--- src/hdl/ifk_pkg.sv ---
// Package: shared constants, codes and types for the IPv6 flow key extractor.
`default_nettype none
package ifk_pkg;

  localparam int MaxPacketBytes = 65535;
  localparam int PosW = $clog2(MaxPacketBytes + 1);
  localparam int HdrW = ((PosW > 11) ? PosW : 11) + 1;

  localparam int FhoW = 11;
  localparam int NfpW = 10;
  localparam int PaddrW = 4;
  localparam int PdataW = 32;

  localparam logic [1:0] RegFirstHdrOffset = 2'd0;
  localparam logic [1:0] RegNextFieldPos = 2'd1;
  localparam logic [1:0] RegMobilityEnable = 2'd2;

  localparam logic [FhoW-1:0] FhoReset = FhoW'(40);
  localparam logic [NfpW-1:0] NfpReset = NfpW'(6);

  localparam logic [7:0] ProtoHopByHop = 8'd0;
  localparam logic [7:0] ProtoTcp = 8'd6;
  localparam logic [7:0] ProtoUdp = 8'd17;
  localparam logic [7:0] ProtoDccp = 8'd33;
  localparam logic [7:0] ProtoRouting = 8'd43;
  localparam logic [7:0] ProtoIcmpv6 = 8'd58;
  localparam logic [7:0] ProtoDestOpts = 8'd60;
  localparam logic [7:0] ProtoSctp = 8'd132;
  localparam logic [7:0] ProtoMobility = 8'd135;
  localparam logic [7:0] ProtoUdpLite = 8'd136;

  localparam int SrcAddrFirst = 8;
  localparam int SrcAddrMid = 16;
  localparam int DstAddrFirst = 24;
  localparam int DstAddrMid = 32;
  localparam int AddrEnd = 40;

  typedef enum logic [1:0] {
    PH_WALK,
    PH_EXTLEN,
    PH_COLLECT,
    PH_DONE
  } ifk_phase_e;

  typedef struct packed {
    logic [FhoW-1:0] first_header_offset;
    logic [NfpW-1:0] next_field_position;
    logic            mobility_enable;
  } ifk_cfg_t;

  typedef struct packed {
    logic       valid;
    logic [7:0] data_byte;
    logic       last_byte;
  } ifk_word_t;

  typedef struct packed {
    logic [63:0] dst_addr_hi;
    logic [63:0] dst_addr_lo;
    logic [63:0] src_addr_hi;
    logic [63:0] src_addr_lo;
    logic [7:0]  protocol;
    logic        found;
    logic [15:0] src_port;
    logic [15:0] dst_port;
    logic [7:0]  icmp_type;
    logic [7:0]  icmp_code;
    logic [7:0]  mobility_type;
  } ifk_key_t;

  function automatic logic is_ext_hdr(input logic [7:0] p);
    return (p == ProtoHopByHop) || (p == ProtoRouting) || (p == ProtoDestOpts);
  endfunction

  function automatic logic is_port_proto(input logic [7:0] p);
    return (p == ProtoTcp) || (p == ProtoUdp) || (p == ProtoUdpLite) ||
           (p == ProtoSctp) || (p == ProtoDccp);
  endfunction

endpackage
`default_nettype wire

--- src/hdl/ifk_in_if.sv ---
// Interface: packet byte channel with valid/ready handshake.
`default_nettype none
interface ifk_in_if;
  logic       valid;
  logic       ready;
  logic [7:0] data_byte;
  logic       last_byte;

  modport source (output valid, output data_byte, output last_byte, input ready);
  modport sink (input valid, input data_byte, input last_byte, output ready);
endinterface
`default_nettype wire

--- src/hdl/ifk_out_if.sv ---
// Interface: flow key channel with valid/ready handshake.
`default_nettype none
interface ifk_out_if;
  logic        valid;
  logic        ready;
  logic [63:0] dst_addr_hi;
  logic [63:0] dst_addr_lo;
  logic [63:0] src_addr_hi;
  logic [63:0] src_addr_lo;
  logic [7:0]  protocol;
  logic        found;
  logic [15:0] src_port;
  logic [15:0] dst_port;
  logic [7:0]  icmp_type;
  logic [7:0]  icmp_code;
  logic [7:0]  mobility_type;

  modport source (
    output valid, input ready,
    output dst_addr_hi, output dst_addr_lo, output src_addr_hi, output src_addr_lo,
    output protocol, output found, output src_port, output dst_port,
    output icmp_type, output icmp_code, output mobility_type
  );
  modport sink (
    input valid, output ready,
    input dst_addr_hi, input dst_addr_lo, input src_addr_hi, input src_addr_lo,
    input protocol, input found, input src_port, input dst_port,
    input icmp_type, input icmp_code, input mobility_type
  );
endinterface
`default_nettype wire

--- src/hdl/ipv6_flow_key_extractor.sv ---
// Top level: IPv6 flow key extractor with APB configuration.
// Takes one packet byte per cycle (one word per clock while in_i.ready is high) and
// presents one flow key per packet from the result register. Each byte
// passes an input register, then the walker updates the packet state and, on the
// last byte, loads the key into the result register. in_i.ready drops only while
// a last byte waits in the input register and the previous key has not been taken.
// Configuration is at byte addresses 0 (first header offset), 4 (next-header field
// position) and 8 (mobility enable).
`default_nettype none
module ipv6_flow_key_extractor
  import ifk_pkg::*;
(
  input  wire logic              clk_i,
  input  wire logic              rst_ni,
  ifk_in_if.sink                 in_i,
  ifk_out_if.source              out_o,
  input  wire logic              psel,
  input  wire logic              penable,
  input  wire logic              pwrite,
  input  wire logic [PaddrW-1:0] paddr,
  input  wire logic [PdataW-1:0] pwdata,
  output logic      [PdataW-1:0] prdata,
  output logic                   pready
);

  ifk_cfg_t  cfg;
  ifk_word_t word;
  logic      take;

  ifk_cfg_regs u_cfg_regs (
    .clk_i   (clk_i),
    .rst_ni  (rst_ni),
    .psel    (psel),
    .penable (penable),
    .pwrite  (pwrite),
    .paddr   (paddr),
    .pwdata  (pwdata),
    .prdata  (prdata),
    .pready  (pready),
    .cfg_o   (cfg)
  );

  ifk_in_stage u_in_stage (
    .clk_i  (clk_i),
    .rst_ni (rst_ni),
    .in_i   (in_i),
    .take_i (take),
    .word_o (word)
  );

  ifk_walker u_walker (
    .clk_i  (clk_i),
    .rst_ni (rst_ni),
    .cfg_i  (cfg),
    .word_i (word),
    .take_o (take),
    .out_o  (out_o)
  );

endmodule
`default_nettype wire

--- src/hdl/ifk_cfg_regs.sv ---
// Module: APB configuration registers of the flow key extractor.
`default_nettype none
module ifk_cfg_regs
  import ifk_pkg::*;
(
  input  wire logic              clk_i,
  input  wire logic              rst_ni,
  input  wire logic              psel,
  input  wire logic              penable,
  input  wire logic              pwrite,
  input  wire logic [PaddrW-1:0] paddr,
  input  wire logic [PdataW-1:0] pwdata,
  output logic      [PdataW-1:0] prdata,
  output logic                   pready,
  output ifk_cfg_t               cfg_o
);

  logic [FhoW-1:0] fho_q;
  logic [NfpW-1:0] nfp_q;
  logic            mob_q;
  logic            wr_en;
  logic [1:0]      reg_idx;

  assign pready  = 1'b1;
  assign reg_idx = paddr[3:2];
  assign wr_en   = psel && penable && pwrite;

  always_ff @(posedge clk_i or negedge rst_ni) begin
    if (!rst_ni) begin
      fho_q <= FhoReset;
      nfp_q <= NfpReset;
      mob_q <= 1'b1;
    end else if (wr_en) begin
      unique case (reg_idx)
        RegFirstHdrOffset: fho_q <= pwdata[FhoW-1:0];
        RegNextFieldPos:   nfp_q <= pwdata[NfpW-1:0];
        RegMobilityEnable: mob_q <= pwdata[0];
        default: ;
      endcase
    end
  end

  always_comb begin
    unique case (reg_idx)
      RegFirstHdrOffset: prdata = PdataW'(fho_q);
      RegNextFieldPos:   prdata = PdataW'(nfp_q);
      RegMobilityEnable: prdata = PdataW'(mob_q);
      default:           prdata = '0;
    endcase
  end

  assign cfg_o.first_header_offset = fho_q;
  assign cfg_o.next_field_position = nfp_q;
  assign cfg_o.mobility_enable     = mob_q;

endmodule
`default_nettype wire

--- src/hdl/ifk_in_stage.sv ---
// Module: input register that holds one packet byte ahead of the walker.
`default_nettype none
module ifk_in_stage
  import ifk_pkg::*;
(
  input  wire logic  clk_i,
  input  wire logic  rst_ni,
  ifk_in_if.sink     in_i,
  input  wire logic  take_i,
  output ifk_word_t  word_o
);

  logic       valid_q;
  logic [7:0] data_q;
  logic       last_q;
  logic       load;

  assign in_i.ready = !valid_q || take_i;
  assign load       = in_i.valid && in_i.ready;

  always_ff @(posedge clk_i or negedge rst_ni) begin
    if (!rst_ni) begin
      valid_q <= 1'b0;
    end else if (load) begin
      valid_q <= 1'b1;
    end else if (take_i) begin
      valid_q <= 1'b0;
    end
  end

  always_ff @(posedge clk_i) begin
    if (load) begin
      data_q <= in_i.data_byte;
      last_q <= in_i.last_byte;
    end
  end

  assign word_o.valid     = valid_q;
  assign word_o.data_byte = data_q;
  assign word_o.last_byte = last_q;

endmodule
`default_nettype wire

--- src/hdl/ifk_walker.sv ---
// Module: per-byte header walk, address capture and flow key result register.
`default_nettype none
module ifk_walker
  import ifk_pkg::*;
(
  input  wire logic      clk_i,
  input  wire logic      rst_ni,
  input  wire ifk_cfg_t  cfg_i,
  input  wire ifk_word_t word_i,
  output logic           take_o,
  ifk_out_if.source      out_o
);

  logic [PosW-1:0] pos_q, pos_d;
  logic [7:0]      np_q, np_d;
  logic [HdrW-1:0] hs_q, hs_d;
  ifk_phase_e      phase_q, phase_d;
  logic [63:0]     src_hi_q, src_hi_d, src_lo_q, src_lo_d;
  logic [63:0]     dst_hi_q, dst_hi_d, dst_lo_q, dst_lo_d;
  logic [31:0]     tb_q, tb_d;
  logic            found_q, found_d;

  logic            out_valid_q;
  ifk_key_t        key_q, key_d;

  logic            out_free;
  logic            emit;
  logic            active;
  logic [HdrW-1:0] pos_w;
  logic [HdrW-1:0] hs_cur;
  logic [HdrW-1:0] k_off;
  logic [HdrW:0]   count;
  logic [HdrW:0]   hs_ext;
  logic [7:0]      b;
  logic [7:0]      np_mid;

  assign out_free = !out_valid_q || out_o.ready;
  assign take_o   = word_i.valid && (!word_i.last_byte || out_free);
  assign emit     = take_o && word_i.last_byte;
  assign b        = word_i.data_byte;

  always_comb begin
    active = (pos_q != PosW'(MaxPacketBytes));
    pos_w  = HdrW'(pos_q);
    hs_cur = (pos_q == '0) ? HdrW'(cfg_i.first_header_offset) : hs_q;
    k_off  = pos_w - hs_cur;
    np_mid = ((pos_w == HdrW'(cfg_i.next_field_position)) &&
              (pos_w < HdrW'(cfg_i.first_header_offset))) ? b : np_q;

    pos_d    = pos_q;
    np_d     = np_q;
    hs_d     = hs_q;
    phase_d  = phase_q;
    src_hi_d = src_hi_q;
    src_lo_d = src_lo_q;
    dst_hi_d = dst_hi_q;
    dst_lo_d = dst_lo_q;
    tb_d     = tb_q;
    found_d  = found_q;

    if (active) begin
      pos_d = pos_q + PosW'(1);
      hs_d  = hs_cur;
      np_d  = np_mid;
      if (pos_w >= HdrW'(SrcAddrFirst) && pos_w < HdrW'(SrcAddrMid)) begin
        src_hi_d = {src_hi_q[55:0], b};
      end else if (pos_w >= HdrW'(SrcAddrMid) && pos_w < HdrW'(DstAddrFirst)) begin
        src_lo_d = {src_lo_q[55:0], b};
      end else if (pos_w >= HdrW'(DstAddrFirst) && pos_w < HdrW'(DstAddrMid)) begin
        dst_hi_d = {dst_hi_q[55:0], b};
      end else if (pos_w >= HdrW'(DstAddrMid) && pos_w < HdrW'(AddrEnd)) begin
        dst_lo_d = {dst_lo_q[55:0], b};
      end

      unique case (phase_q)
        PH_WALK: begin
          if (pos_w == hs_cur) begin
            if (is_ext_hdr(np_mid)) begin
              np_d    = b;
              phase_d = PH_EXTLEN;
            end else if (is_port_proto(np_mid) || np_mid == ProtoIcmpv6 ||
                         (np_mid == ProtoMobility && cfg_i.mobility_enable)) begin
              found_d = 1'b1;
              phase_d = PH_COLLECT;
              tb_d    = {b, 24'h0};
            end else begin
              found_d = 1'b1;
              phase_d = PH_DONE;
            end
          end
        end
        PH_EXTLEN: begin
          if (pos_w == hs_cur + HdrW'(1)) begin
            hs_d    = hs_cur + HdrW'({b, 3'b000}) + HdrW'(8);
            phase_d = PH_WALK;
          end
        end
        PH_COLLECT: begin
          if (pos_w >= hs_cur) begin
            unique case (k_off)
              HdrW'(1): tb_d[23:16] = b;
              HdrW'(2): tb_d[15:8]  = b;
              HdrW'(3): tb_d[7:0]   = b;
              default: ;
            endcase
          end
        end
        PH_DONE: ;
        default: ;
      endcase
    end

    count  = active ? ((HdrW + 1)'(pos_q) + (HdrW + 1)'(1)) : (HdrW + 1)'(MaxPacketBytes);
    hs_ext = (HdrW + 1)'(hs_d);

    key_d             = '0;
    key_d.dst_addr_hi = dst_hi_d;
    key_d.dst_addr_lo = dst_lo_d;
    key_d.src_addr_hi = src_hi_d;
    key_d.src_addr_lo = src_lo_d;
    if (found_d) begin
      key_d.protocol = np_d;
      key_d.found    = 1'b1;
      if (phase_d == PH_COLLECT) begin
        if (is_port_proto(np_d)) begin
          if (count >= hs_ext + (HdrW + 1)'(4)) begin
            key_d.src_port = tb_d[31:16];
            key_d.dst_port = tb_d[15:0];
          end
        end else if (np_d == ProtoIcmpv6) begin
          if (count >= hs_ext + (HdrW + 1)'(2)) begin
            key_d.icmp_type = tb_d[31:24];
            key_d.icmp_code = tb_d[23:16];
          end
        end else if (np_d == ProtoMobility) begin
          if (count >= hs_ext + (HdrW + 1)'(3)) begin
            key_d.mobility_type = tb_d[15:8];
          end
        end
      end
    end
  end

  always_ff @(posedge clk_i or negedge rst_ni) begin
    if (!rst_ni) begin
      pos_q    <= '0;
      np_q     <= '0;
      hs_q     <= '0;
      phase_q  <= PH_WALK;
      src_hi_q <= '0;
      src_lo_q <= '0;
      dst_hi_q <= '0;
      dst_lo_q <= '0;
      tb_q     <= '0;
      found_q  <= 1'b0;
    end else if (emit) begin
      pos_q    <= '0;
      np_q     <= '0;
      hs_q     <= '0;
      phase_q  <= PH_WALK;
      src_hi_q <= '0;
      src_lo_q <= '0;
      dst_hi_q <= '0;
      dst_lo_q <= '0;
      tb_q     <= '0;
      found_q  <= 1'b0;
    end else if (take_o) begin
      pos_q    <= pos_d;
      np_q     <= np_d;
      hs_q     <= hs_d;
      phase_q  <= phase_d;
      src_hi_q <= src_hi_d;
      src_lo_q <= src_lo_d;
      dst_hi_q <= dst_hi_d;
      dst_lo_q <= dst_lo_d;
      tb_q     <= tb_d;
      found_q  <= found_d;
    end
  end

  always_ff @(posedge clk_i or negedge rst_ni) begin
    if (!rst_ni) begin
      out_valid_q <= 1'b0;
    end else if (emit) begin
      out_valid_q <= 1'b1;
    end else if (out_o.ready) begin
      out_valid_q <= 1'b0;
    end
  end

  always_ff @(posedge clk_i) begin
    if (emit) begin
      key_q <= key_d;
    end
  end

  assign out_o.valid         = out_valid_q;
  assign out_o.dst_addr_hi   = key_q.dst_addr_hi;
  assign out_o.dst_addr_lo   = key_q.dst_addr_lo;
  assign out_o.src_addr_hi   = key_q.src_addr_hi;
  assign out_o.src_addr_lo   = key_q.src_addr_lo;
  assign out_o.protocol      = key_q.protocol;
  assign out_o.found         = key_q.found;
  assign out_o.src_port      = key_q.src_port;
  assign out_o.dst_port      = key_q.dst_port;
  assign out_o.icmp_type     = key_q.icmp_type;
  assign out_o.icmp_code     = key_q.icmp_code;
  assign out_o.mobility_type = key_q.mobility_type;

  a_found_with_end_phase: assert property (@(posedge clk_i) disable iff (!rst_ni)
    (phase_q == PH_COLLECT || phase_q == PH_DONE) |-> found_q)
    else $error("walk ended without found flag");

  a_found_past_header: assert property (@(posedge clk_i) disable iff (!rst_ni)
    found_q |-> (HdrW'(pos_q) > hs_q))
    else $error("found flag set before header start was reached");

  a_emit_clears: assert property (@(posedge clk_i) disable iff (!rst_ni)
    emit |=> (pos_q == '0 && !found_q && phase_q == PH_WALK))
    else $error("packet state not cleared after last byte");

  a_emit_shows_key: assert property (@(posedge clk_i) disable iff (!rst_ni)
    emit |=> out_valid_q)
    else $error("flow key not presented after last byte");

endmodule
`default_nettype wire
--- src/flat_wrapper.sv ---
// flat-port wrapper written by rule: the top's interface ports become plain ports
module ipv6_flow_key_extractor_flat import ifk_pkg::*;
  (clk_i, rst_ni, psel, penable, pwrite, paddr, pwdata, prdata, pready, in_i_valid, in_i_data_byte, in_i_last_byte, in_i_ready, out_o_valid, out_o_ready, out_o_dst_addr_hi, out_o_dst_addr_lo, out_o_src_addr_hi, out_o_src_addr_lo, out_o_protocol, out_o_found, out_o_src_port, out_o_dst_port, out_o_icmp_type, out_o_icmp_code, out_o_mobility_type);
  ifk_in_if in_i_i ();
  ifk_out_if out_o_i ();
  input  wire logic clk_i;
  input  wire logic rst_ni;
  input  wire logic psel;
  input  wire logic penable;
  input  wire logic pwrite;
  input  wire logic [PaddrW-1:0] paddr;
  input  wire logic [PdataW-1:0] pwdata;
  output logic      [PdataW-1:0] prdata;
  output logic pready;
  input wire logic [$bits(in_i_i.valid)-1:0] in_i_valid;
  input wire logic [$bits(in_i_i.data_byte)-1:0] in_i_data_byte;
  input wire logic [$bits(in_i_i.last_byte)-1:0] in_i_last_byte;
  output wire logic [$bits(in_i_i.ready)-1:0] in_i_ready;
  output wire logic [$bits(out_o_i.valid)-1:0] out_o_valid;
  input wire logic [$bits(out_o_i.ready)-1:0] out_o_ready;
  output wire logic [$bits(out_o_i.dst_addr_hi)-1:0] out_o_dst_addr_hi;
  output wire logic [$bits(out_o_i.dst_addr_lo)-1:0] out_o_dst_addr_lo;
  output wire logic [$bits(out_o_i.src_addr_hi)-1:0] out_o_src_addr_hi;
  output wire logic [$bits(out_o_i.src_addr_lo)-1:0] out_o_src_addr_lo;
  output wire logic [$bits(out_o_i.protocol)-1:0] out_o_protocol;
  output wire logic [$bits(out_o_i.found)-1:0] out_o_found;
  output wire logic [$bits(out_o_i.src_port)-1:0] out_o_src_port;
  output wire logic [$bits(out_o_i.dst_port)-1:0] out_o_dst_port;
  output wire logic [$bits(out_o_i.icmp_type)-1:0] out_o_icmp_type;
  output wire logic [$bits(out_o_i.icmp_code)-1:0] out_o_icmp_code;
  output wire logic [$bits(out_o_i.mobility_type)-1:0] out_o_mobility_type;
  assign in_i_i.valid = in_i_valid;
  assign in_i_i.data_byte = in_i_data_byte;
  assign in_i_i.last_byte = in_i_last_byte;
  assign in_i_ready = in_i_i.ready;
  assign out_o_valid = out_o_i.valid;
  assign out_o_i.ready = out_o_ready;
  assign out_o_dst_addr_hi = out_o_i.dst_addr_hi;
  assign out_o_dst_addr_lo = out_o_i.dst_addr_lo;
  assign out_o_src_addr_hi = out_o_i.src_addr_hi;
  assign out_o_src_addr_lo = out_o_i.src_addr_lo;
  assign out_o_protocol = out_o_i.protocol;
  assign out_o_found = out_o_i.found;
  assign out_o_src_port = out_o_i.src_port;
  assign out_o_dst_port = out_o_i.dst_port;
  assign out_o_icmp_type = out_o_i.icmp_type;
  assign out_o_icmp_code = out_o_i.icmp_code;
  assign out_o_mobility_type = out_o_i.mobility_type;
  ipv6_flow_key_extractor u_core (.clk_i(clk_i), .rst_ni(rst_ni), .in_i(in_i_i), .out_o(out_o_i), .psel(psel), .penable(penable), .pwrite(pwrite), .paddr(paddr), .pwdata(pwdata), .prdata(prdata), .pready(pready));
endmodule
--- config.mk ---
export PLATFORM = sky130hd
export DESIGN_NAME = ipv6_flow_key_extractor_flat
export DESIGN_NICKNAME = d
export VERILOG_FILES = /design/src/hdl/ifk_pkg.sv /design/src/hdl/ifk_in_if.sv /design/src/hdl/ifk_out_if.sv /design/src/hdl/ipv6_flow_key_extractor.sv /design/src/hdl/ifk_cfg_regs.sv /design/src/hdl/ifk_in_stage.sv /design/src/hdl/ifk_walker.sv /design/src/flat_wrapper.sv
export SDC_FILE = /design/constraint.sdc
export NUM_CORES = 1
export LEC_CHECK = 0
export ABC_CLOCK_PERIOD_IN_PS = 9600
export BUFFER_PORTS_ARGS = -buffer_cell sky130_fd_sc_hd__buf_2
export CAP_MARGIN = 20
export CELL_PAD_IN_SITES_DETAIL_PLACEMENT = 0
export CELL_PAD_IN_SITES_GLOBAL_PLACEMENT = 1
export CORE_MARGIN = 4
export CORE_UTILIZATION = 40
export DETAILED_ROUTE_END_ITERATION = 10
export GPL_TIMING_DRIVEN = 0
export HOLD_SLACK_MARGIN = 0.1
export PLACE_DENSITY = 0.66
export SLEW_MARGIN = 40
export SYNTH_ARGS = -nofsm -noshare
export SYNTH_HDL_FRONTEND = slang
export SYNTH_SLANG_ARGS = --single-unit
--- constraint.sdc ---
create_clock -name clk_i -period 9.6 [get_ports clk_i]
set_clock_uncertainty 0.05 [all_clocks]
set_input_delay 1.92 -clock clk_i [delete_from_list [all_inputs] [get_ports clk_i]]
set_output_delay 1.92 -clock clk_i [all_outputs]
set_load 0.01 [all_outputs]
**Yosys cells after proc, flatten, opt, wreduce, memory -nomap -nowiden**

Cells that the tools add are included.

- Register bits after elaboration: 686
- Output and inout bits: 356
- Word-level logic and storage cells: 208

- Add/sub/neg operators: 9
- Order comparisons: 13
- Equality and inequality tests: 28
- Muxes and demuxes: 80
- Bitwise logic cells: 6
- Reduce and logical (&&, ||, !) cells: 44

Operator list:

| cell | count |
|---|---|
| $mux 64 | 22 |
| $mux 32 | 8 |
| $mux 17 | 7 |
| $mux 8 | 14 |
| $mux 16 | 5 |
| $mux 57 | 1 |
| $mux 56 | 1 |
| $ge 17x18->1 | 3 |
| $eq 8x6->1 const B | 6 |
| $eq 8x8->1 const B | 6 |
| $mux 24 | 2 |
| $pmux 24 s2 | 1 |
| $add 17x2->18 const B | 2 |
| $eq 16x17->1 | 2 |
| $eq 17x2->1 const B | 2 |
| $pmux 11 s3 | 1 |
| $ge 16x5->1 const B | 2 |
| $lt 16x5->1 const B | 2 |
| $lt 16x6->1 const B | 2 |
| $add 17x3->18 const B | 1 |
| $add 16x1->17 const B | 1 |
| $add 17x1->17 const B | 1 |
| $add 17x11->17 | 1 |
| $add 17x4->17 const B | 1 |
| other kinds (28) | 86 |

**Depth between registers and ports, before layout**

Gate-level depths: netlist of run 1.

- Word-level depth: 21
- Mapped depth: 37

**Cells and area by module**

A second synthesis of run 1 with hierarchy kept.

- Cell total of the unflattened synthesis: 2644
- Area, all modules: 33335.7 um^2

Modules (own cells, without submodules):

| module | instances | cells an instance | area each (um^2) | seq. area each (um^2) |
|---|---|---|---|---|
| ifk_walker | 1 | 2529 | 31753.0 | 17972.2 |
| ifk_cfg_regs | 1 | 100 | 1243.7 | 556.8 |
| ifk_in_stage | 1 | 15 | 339.1 | 295.3 |

**Least setup slack after synthesis of run 1**

No wires, ideal clock.

- Kind: input -> register
- From: input port out_o_ready
- To: register u_core.u_walker.key_q, in the netlist u_core.u_walker.out_o.dst_addr_hi[0], enable pin
- Setup time: 0.670 ns
- Arrival time: 8.634 ns
- Data required time: 8.880 ns
- Path slack: 0.247 ns
- Stages on the path: 5
- Path buffers: 1
- Path through: or3_1 > and2_1 > clkbuf_1 > nand2_1 > inv_1

- Cells in the longest elaborated chain, start to end: 4

Ends and longest elaborated chain:

| what | line | RTL |
|---|---|---|
| from (decl) | flat_wrapper.sv:20 | `input wire logic [$bits(out_o_i.ready)-1:0] out_o_ready;` |
| $logic_or 1x1->1 | ifk_walker.sv:37 | `assign out_free = !out_valid_q \|\| out_o.ready;` |
| $logic_or 1x1->1 | ifk_walker.sv:38 | `assign take_o = word_i.valid && (!word_i.last_byte \|\| out_free);` |
| $logic_and 1x1->1 | ifk_walker.sv:38 |  |
| $logic_and 1x1->1 | ifk_walker.sv:39 | `assign emit = take_o && word_i.last_byte;` |
| net u_core.u_walker.emit | ifk_walker.sv:27 | `logic emit;` |
| to (signal assigned) | ifk_walker.sv:193 | `key_q <= key_d;` |
| to (decl) | ifk_walker.sv:24 | `ifk_key_t key_q, key_d;` |

The timed path passes the listed nets, and every way through them passes these cells.
A chain may end at the register's enable or synchronous reset.

**Worst setup path after layout of run 1**

- From: register u_core.u_walker.pos_q[0]
- To: register u_core.u_walker.key_q, in the netlist u_core.u_walker.out_o.dst_port[9], data pin

- Cells in the longest elaborated chain, start to end: 17
- Elaborated cells on any way between the ends: 73
- Those cells by class: add/sub (6); order compare (3); eq/ne (20); mux (27); reduce/logical (17)

Ends and longest elaborated chain:

| what | line | RTL |
|---|---|---|
| from (decl) | ifk_walker.sv:14 | `logic [PosW-1:0] pos_q, pos_d;` |
| from (signal assigned) | ifk_walker.sv:168 | `pos_q <= pos_d;` |
| parallel branches: the longest is 17 deep, another holds $add 17x3->18 | -- |  |

Several ways; the timed one is not identified.

==> metrics.cfg, run 1 <==
[place]
dpl_cell_area_mm2=0.0367
dp_hpwl_mm=75.9
place_congestion=0.916
io_buffers=361
dp_slack_ns=-1.13

[floorplanning]
start_util_pct=40.3
rows=105
die_height_um=296
die_area_mm2=0.0874
die_w_um=296
coreArea_mm2=0.0821
ios=408

[sta]
fin_tns_setup_ns=0
hold_viol_final=0
finalCriticalPeriod_ns=9.17
worst_pin_slew_ns=0.962
maxSlewViolCount=0
slew_headroom_pct=35.9
rsz0062_at_grt=false
fmax_mhz=109
fin_crit_sh_pct=95.5
setup_viol=0
layout_setup_ws_ns=0.432

[synthesis]
synth_ff_type=dfrtp_1
yosysTopAreaCell=edfxtp_1
ys_seq_elements=686
synth_area_leaders=edfxtp_1, dfrtp_1, mux2_2
synth_cells=2598
ys_types=85
yosysSeqAreaShare_pct=56.9
avgSynthCellArea_um2=12.7
synth_edf_count=330
ys_warn_count=0
synth_area_mm2=0.0331
synthArstFlopShare_pct=51.9
yosys.area.top_type_share_pct=29.9

[clocking]
htree_levels=3
cts_hold_buffers=0
cts_max_path_buffers=3
numCtsBuffers=75
cts_num_sinks=686
clk_latency_ns=0.63
clk_pin_slew_ns=0.06
cts_root_buffer=clkbuf_16
cts_tree=yes

[drt]
ant_nets=0
routed_wl_mm=102
drc_errors=0
post_drt_wl_per_cell_um=24.3
drtIter0Drc=2013
via_count=24094
drt-pass1-iter-count=5
routed_via_density=5.72

[pwr]
p_leak_nw=17.2
vdd_drop_max_uv=127
finalPower_mw=7.70
p_per_area_mw_per_mm2=195

[min_path]
hold_end=u_core.u_walker.tb_q[9]
hold_class=reg2reg
hold_start=u_core.u_walker.tb_q[9]
min_path_cells=2

[global_route]
grt_max_degree=82
grt_pass1_wl_mm=152
antenna_found_initial=6
grt_overflow=0
first_global_vias=23871
grt_usage_pct=22.8

[layout]
drive_gt1_share_pct=28.0
final_area_mm2=0.0395
nets=3230
mostFrequentLayoutCells=buf_2, dfrtp_1, edfxtp_1
final_common_cell=buf_2
syn2layout_area_growth_pct=19.3
fin_util_pct=48.1

[job]
drv_cap=0

[worst_setup_path]
crit_path_start_kind=register
crit_arrival_ns=9.55
crit_path_max_fanout=10
cp-end-kind=register
critPathKind=reg2reg
crit_path_max_incr_delay_ns=0.51
cp.required_ns=9.98
critPathSlowestCell=or4_1
r2r_setup_slack_ns=0.43
cp_top_family=simple AND/OR/NAND/NOR gates
r2r_start=u_core.u_walker.pos_q[0]
r2r-end=u_core.u_walker.out_o.dst_port[9]
ff2ff_path_depth=37
crit_buf_inv=7
path_common_cell=buf_2

[run_status]
status=finished, final reports clean

[cell type report]
cell class / instances / area [um2]
tap: 1070 / 1340
sequential: 686 / 18800
inverter: 56 / 218
clock inverter: 38 / 494
multi-input combinational: 1670 / 13500
buffer: 201 / 883
clock buffer: 102 / 2070
antenna: 3 / 7.51
fill: 7326 / 42600
timing repair buffer: 389 / 2220
[cell families (layout without fill, tap and decap cells)]
| logic type | count (synthesis) | after routing | share of synthesized area (%) |
|---|---|---|---|
| buffers and inverters | 262 | 786 | 3.31 |
| other | 2 | 25 | 0.0227 |
| DFF | 686 | 686 | 56.9 |
| and+or+nand+nor | 489 | 489 | 7.78 |
| adders and majority gates | 99 | 99 | 3.79 |
| muxes | 315 | 315 | 10.6 |
| xor gates and xnor gates | 92 | 92 | 2.43 |
| AOI/OAI and AO/OA | 653 | 653 | 15.2 |
[flip-flops by register name (all words and copies together) (netlist names), 11 cells and up]
signal and flops:
u_core.u_walker.tb_q 32, u_core.u_walker.src_hi_q 64, u_core.u_walker.out_o.src_addr_lo 64, u_core.u_walker.out_o.dst_port 16, u_core.u_walker.hs_q 17, u_core.u_walker.src_lo_q 64
u_core.u_walker.out_o.src_addr_hi 64, u_core.u_walker.out_o.dst_addr_lo 64, u_core.u_cfg_regs.fho_q 11, u_core.u_walker.out_o.src_port 16, u_core.u_walker.dst_lo_q 64, u_core.u_walker.out_o.dst_addr_hi 64
u_core.u_walker.pos_q 16, u_core.u_walker.dst_hi_q 64
[per-layer routing]
| metal | up-vias | track usage [%] | wire, um | share of wire, % |
|---|---|---|---|---|
| met5 | - | 0 | 13 | 0.013 |
| met4 | 2 | 6.34 | 2740 | 2.7 |
| met3 | 142 | 4.19 | 6720 | 6.6 |
| met2 | 791 | 37.1 | 48400 | 47 |
| met1 | 12285 | 31.6 | 44600 | 44 |
| li1 | 10874 | - | - | - |
[through the flow]
step                      std cells  hold slack [ns]
final                          4215            0.424
after detailed placement       4063            0.402
after floorplan                2618            0.381
after global placement         4049            0.392
after global routing           4212            0.437
after CTS                      4207            0.414
[cells in the mapped netlist, drive strengths merged, types with 13 or more instances]
cell      n
nor4     25
a22oi    19
nor2     93
inv      54
nor2b    25
o21a     13
a211oi   61
nor3     50
a21oi    56
mux2i    38
a21o     18
o21ai    87
buf      45
edfxtp  330
xnor2    51
and3     21
nand4    19
nand2b   19
dfrtp   351
nand2   125
a22o    300
clkbuf  161
mux2    277
or3      15
ha       97
xor2     41
nand3    34
a31oi    16
[how the worst max path moves through the flow]
stage                                   startpoint                                    end  slack, ns  cells past startpoint
final                     u_core.u_walker.pos_q[0]      u_core.u_walker.out_o.dst_port[9]       0.43                     37
after global routing      u_core.u_walker.pos_q[0]      u_core.u_walker.out_o.dst_port[9]       0.01                     37
after CTS                 u_core.u_walker.pos_q[1]      u_core.u_walker.out_o.dst_port[7]      0.002                     37
after detailed placement  u_core.u_walker.pos_q[1]     u_core.u_walker.out_o.icmp_type[4]      -1.13                     36
after global placement                 out_o_ready  u_core.u_walker.out_o.src_addr_lo[26]      -3.06                      6
after floorplan                        out_o_ready   u_core.u_walker.out_o.dst_addr_hi[0]       0.25                      5
[repair_timing]
item	4_1_cts	5_1_grt
buffers inserted	6	7
pin swaps	2	5
gates resized for setup	16	21
hold endpoints to repair	0	0
cloned	0	0
endpoints found under the setup margin	56	56
[report_power, final]
| group | switching, mW | total [mW] | internal, mW |
|---|---|---|---|
| Combinational | 0.953 | 1.45 | 0.497 |
| Clock | 1.22 | 2.97 | 1.75 |
| Sequential | 0.0863 | 3.28 | 3.19 |
| Total | 2.26 | 7.70 | 5.44 |
[worst min-delay path: stages (launching register included)]
cell and delay [ns]:
dfrtp_1 0.34, nand2_1 0.05, nand2_1 0.05
Power figures use the tool's default switching activity.
==> inputs of run 2 (changes only) <==
Settings changed: ABC_CLOCK_PERIOD_IN_PS 9600 to 9000.
Clock period 9.6 ns to 9 ns, I/O delays scaled along.
==> run 2 against run 1 <==
Effect of this change: clock-buffer cell count rose by 1; sequential cell count did not move; register-to-register slack got worse by 0.17 ns; cell count rose by 0.59%; worst hold slack got worse by 0.0020 ns; global-route usage barely moved; wire length rose by 0.33%; non-clock buffer count rose by 21; largest power group unchanged; highest routed layer unchanged.
==> metrics.cfg, run 2 (synthesized netlist as in run 1, its figures left out) <==
[global_route]
grt_overflow=0  ; unchanged
antenna_found_initial=4  ; -2
grt_usage_pct=22.9  ; about the same
first_global_vias=24116  ; +1.0%
grt_pass1_wl_mm=153  ; +0.42%
grt_max_degree=75  ; -8.5%

[clocking]
cts_num_sinks=686  ; unchanged
htree_levels=3  ; unchanged
clk_latency_ns=0.63  ; about the same
clk_pin_slew_ns=0.06  ; about the same
cts_hold_buffers=0  ; unchanged
numCtsBuffers=76  ; +1.3%
cts_root_buffer=clkbuf_16
cts_max_path_buffers=3  ; unchanged
cts_tree=yes

[worst_setup_path]
crit_buf_inv=10  ; +3
path_common_cell=buf_4
critPathKind=reg2reg
critPathLaunch=u_core.u_walker.pos_q[8]
path_depth=35  ; -5.4%
crit_path_start_kind=register
crit_arrival_ns=9.13  ; -0.42 ns
ff2ff_path_depth=35  ; -5.4%
crit_path_max_incr_delay_ns=0.69  ; +0.18 ns
cp_top_family=simple AND/OR/NAND/NOR gates
r2r_start=u_core.u_walker.pos_q[8]
critPathSlowestCell=or4_1
cp-end-kind=register
crit_path_max_fanout=10  ; unchanged
cp.required_ns=9.39  ; -0.59 ns

[layout]
nets=3252  ; +0.68%
num-fill-cells=7232  ; -1.3%
final_common_cell=buf_2
syn2layout_area_growth_pct=20.6
final_area_mm2=0.0399  ; +1.1%
drive_gt1_share_pct=29.4  ; +1.4 points
mostFrequentLayoutCells=buf_2, dfrtp_1, edfxtp_1
fin_util_pct=48.6  ; +0.51 points
final_cells=4240  ; +0.59%

[floorplanning]
die_height_um=296  ; unchanged
start_util_pct=40.3  ; unchanged
die_w_um=296  ; unchanged
coreArea_mm2=0.0821  ; unchanged
die_area_mm2=0.0874  ; unchanged
ios=408  ; unchanged
rows=105  ; unchanged

[sta]
setup_viol=0  ; unchanged
layout_setup_ws_ns=0.262  ; -0.170 ns
fin_crit_sh_pct=97.1  ; +1.6 points
fmax_mhz=114  ; +4.9%
hold_viol_final=0  ; unchanged
maxSlewViolCount=0  ; unchanged
finalCriticalPeriod_ns=8.74  ; -0.430 ns
fin_hold_ws_ns=0.422  ; -0.00200 ns
worst_pin_slew_ns=0.879  ; -0.0830 ns
slew_headroom_pct=39.7  ; +3.9 points

[min_path]
hold_class=reg2reg
min_path_cells=2  ; unchanged
hold_start=u_core.u_walker.tb_q[9]

[place]
dp_slack_ns=-1.65  ; -0.515 ns
dpl_cell_area_mm2=0.0369  ; +0.63%
place_congestion=0.912  ; -0.48%
io_buffers=361  ; unchanged
dp.cells=4072  ; +0.22%
dp_hpwl_mm=76.7  ; +1.1%

[drt]
post_drt_wl_per_cell_um=24.2  ; -0.26%
drc_errors=0  ; unchanged
routed_via_density=5.71  ; about the same
ant_nets=0  ; unchanged
drtIter0Drc=1963  ; -2.5%
routed_wl_mm=103  ; +0.33%
via_count=24225  ; +0.54%
drt-pass1-iter-count=6  ; +1

[job]
drv_cap=0  ; unchanged

[pwr]
p_per_area_mw_per_mm2=207  ; +6.0%
vdd_drop_max_uv=131  ; +3.5%
p_leak_nw=17.4  ; +1.1%

[run_status]
status=finished, final reports clean

run 2: cell types whose count changed in the layout (fill, tap and decap cells not counted), sizes merged:
cell / previous run / this run
clkinvlp: 3 / 1
clkinv: 27 / 29
clkbuf: 258 / 259
bufinv: 8 / 5
diode: 3 / 5
inv: 56 / 60
buf: 434 / 455
run 2: layer usage:
layer,up-vias,global-route usage (%),share of wire [%]
met5,-,0,0.013
met4,2,5.70,2.4
met3,154,3.71,6.0
met2,810,37.6,47
met1,12330,31.8,44
li1,10929,-,-
run 2: power breakdown:
| part | switching, mW | internal [mW] |
|---|---|---|
| registers | 0.0925 | 3.41 |
| logic | 1.03 | 0.565 |
| clock network | 1.33 | 1.82 |
| total | 2.46 | 5.79 |
run 2: final timing paths:
kind / slack [ns] / endpoint
setup / recovery: 0.26 / u_core.u_walker.out_o.src_port[11]
hold / removal: 0.42 / u_core.u_walker.tb_q[9]
setup reg to reg: 0.26 / u_core.u_walker.out_o.src_port[11]
hold reg to reg: 0.42 / u_core.u_walker.tb_q[9]
max in group asynchronous: 6.47 / u_core.u_walker.src_hi_q[62]
min in group asynchronous: 1.03 / u_core.u_walker.src_lo_q[33]
run 2: cell type report:
| cell class | count | area, um2 | share of cell area (%) |
|---|---|---|---|
| clock inverter | 39 | 407 | 1.02 |
| tap | 1070 | 1340 | 3.35 |
| sequential | 686 | 18800 | 47.1 |
| inverter | 56 | 214 | 0.536 |
| multi-input combinational | 1670 | 13600 | 34.1 |
| antenna | 5 | 12.5 | 0.0313 |
| buffer | 204 | 912 | 2.28 |
| timing repair buffer | 407 | 2480 | 6.22 |
| clock buffer | 103 | 2120 | 5.32 |
run 2: per-stage QoR:
| step | setup TNS, ns | total power, mW |
|---|---|---|
| 2_1_floorplan | 0 | 4.50 |
| 3_3_place_gp | -961.92 | 5.03 |
| 3_5_place_dp | -80.50 | 5.07 |
| 4_1_cts | -0.00486 | 8.26 |
| 5_1_grt | -0.0269 | 8.59 |
| 6_report | 0 | 8.25 |
run 2: timing repair:
item / CTS / global route
setup buffers: 9 / 14
cloned: 0 / 0
pin swaps: 6 / 6
hold endpoints to repair: 0 / 0
setup endpoints to repair: 56 / 56
resized for setup: 31 / 44
run 2: worst min-delay path, delay by kind of cell, from the launching register on:
| family | cells | cell delay [ns] |
|---|---|---|
| and+or+nand+nor | 2 | 0.10 |
| DFF | 1 | 0.34 |
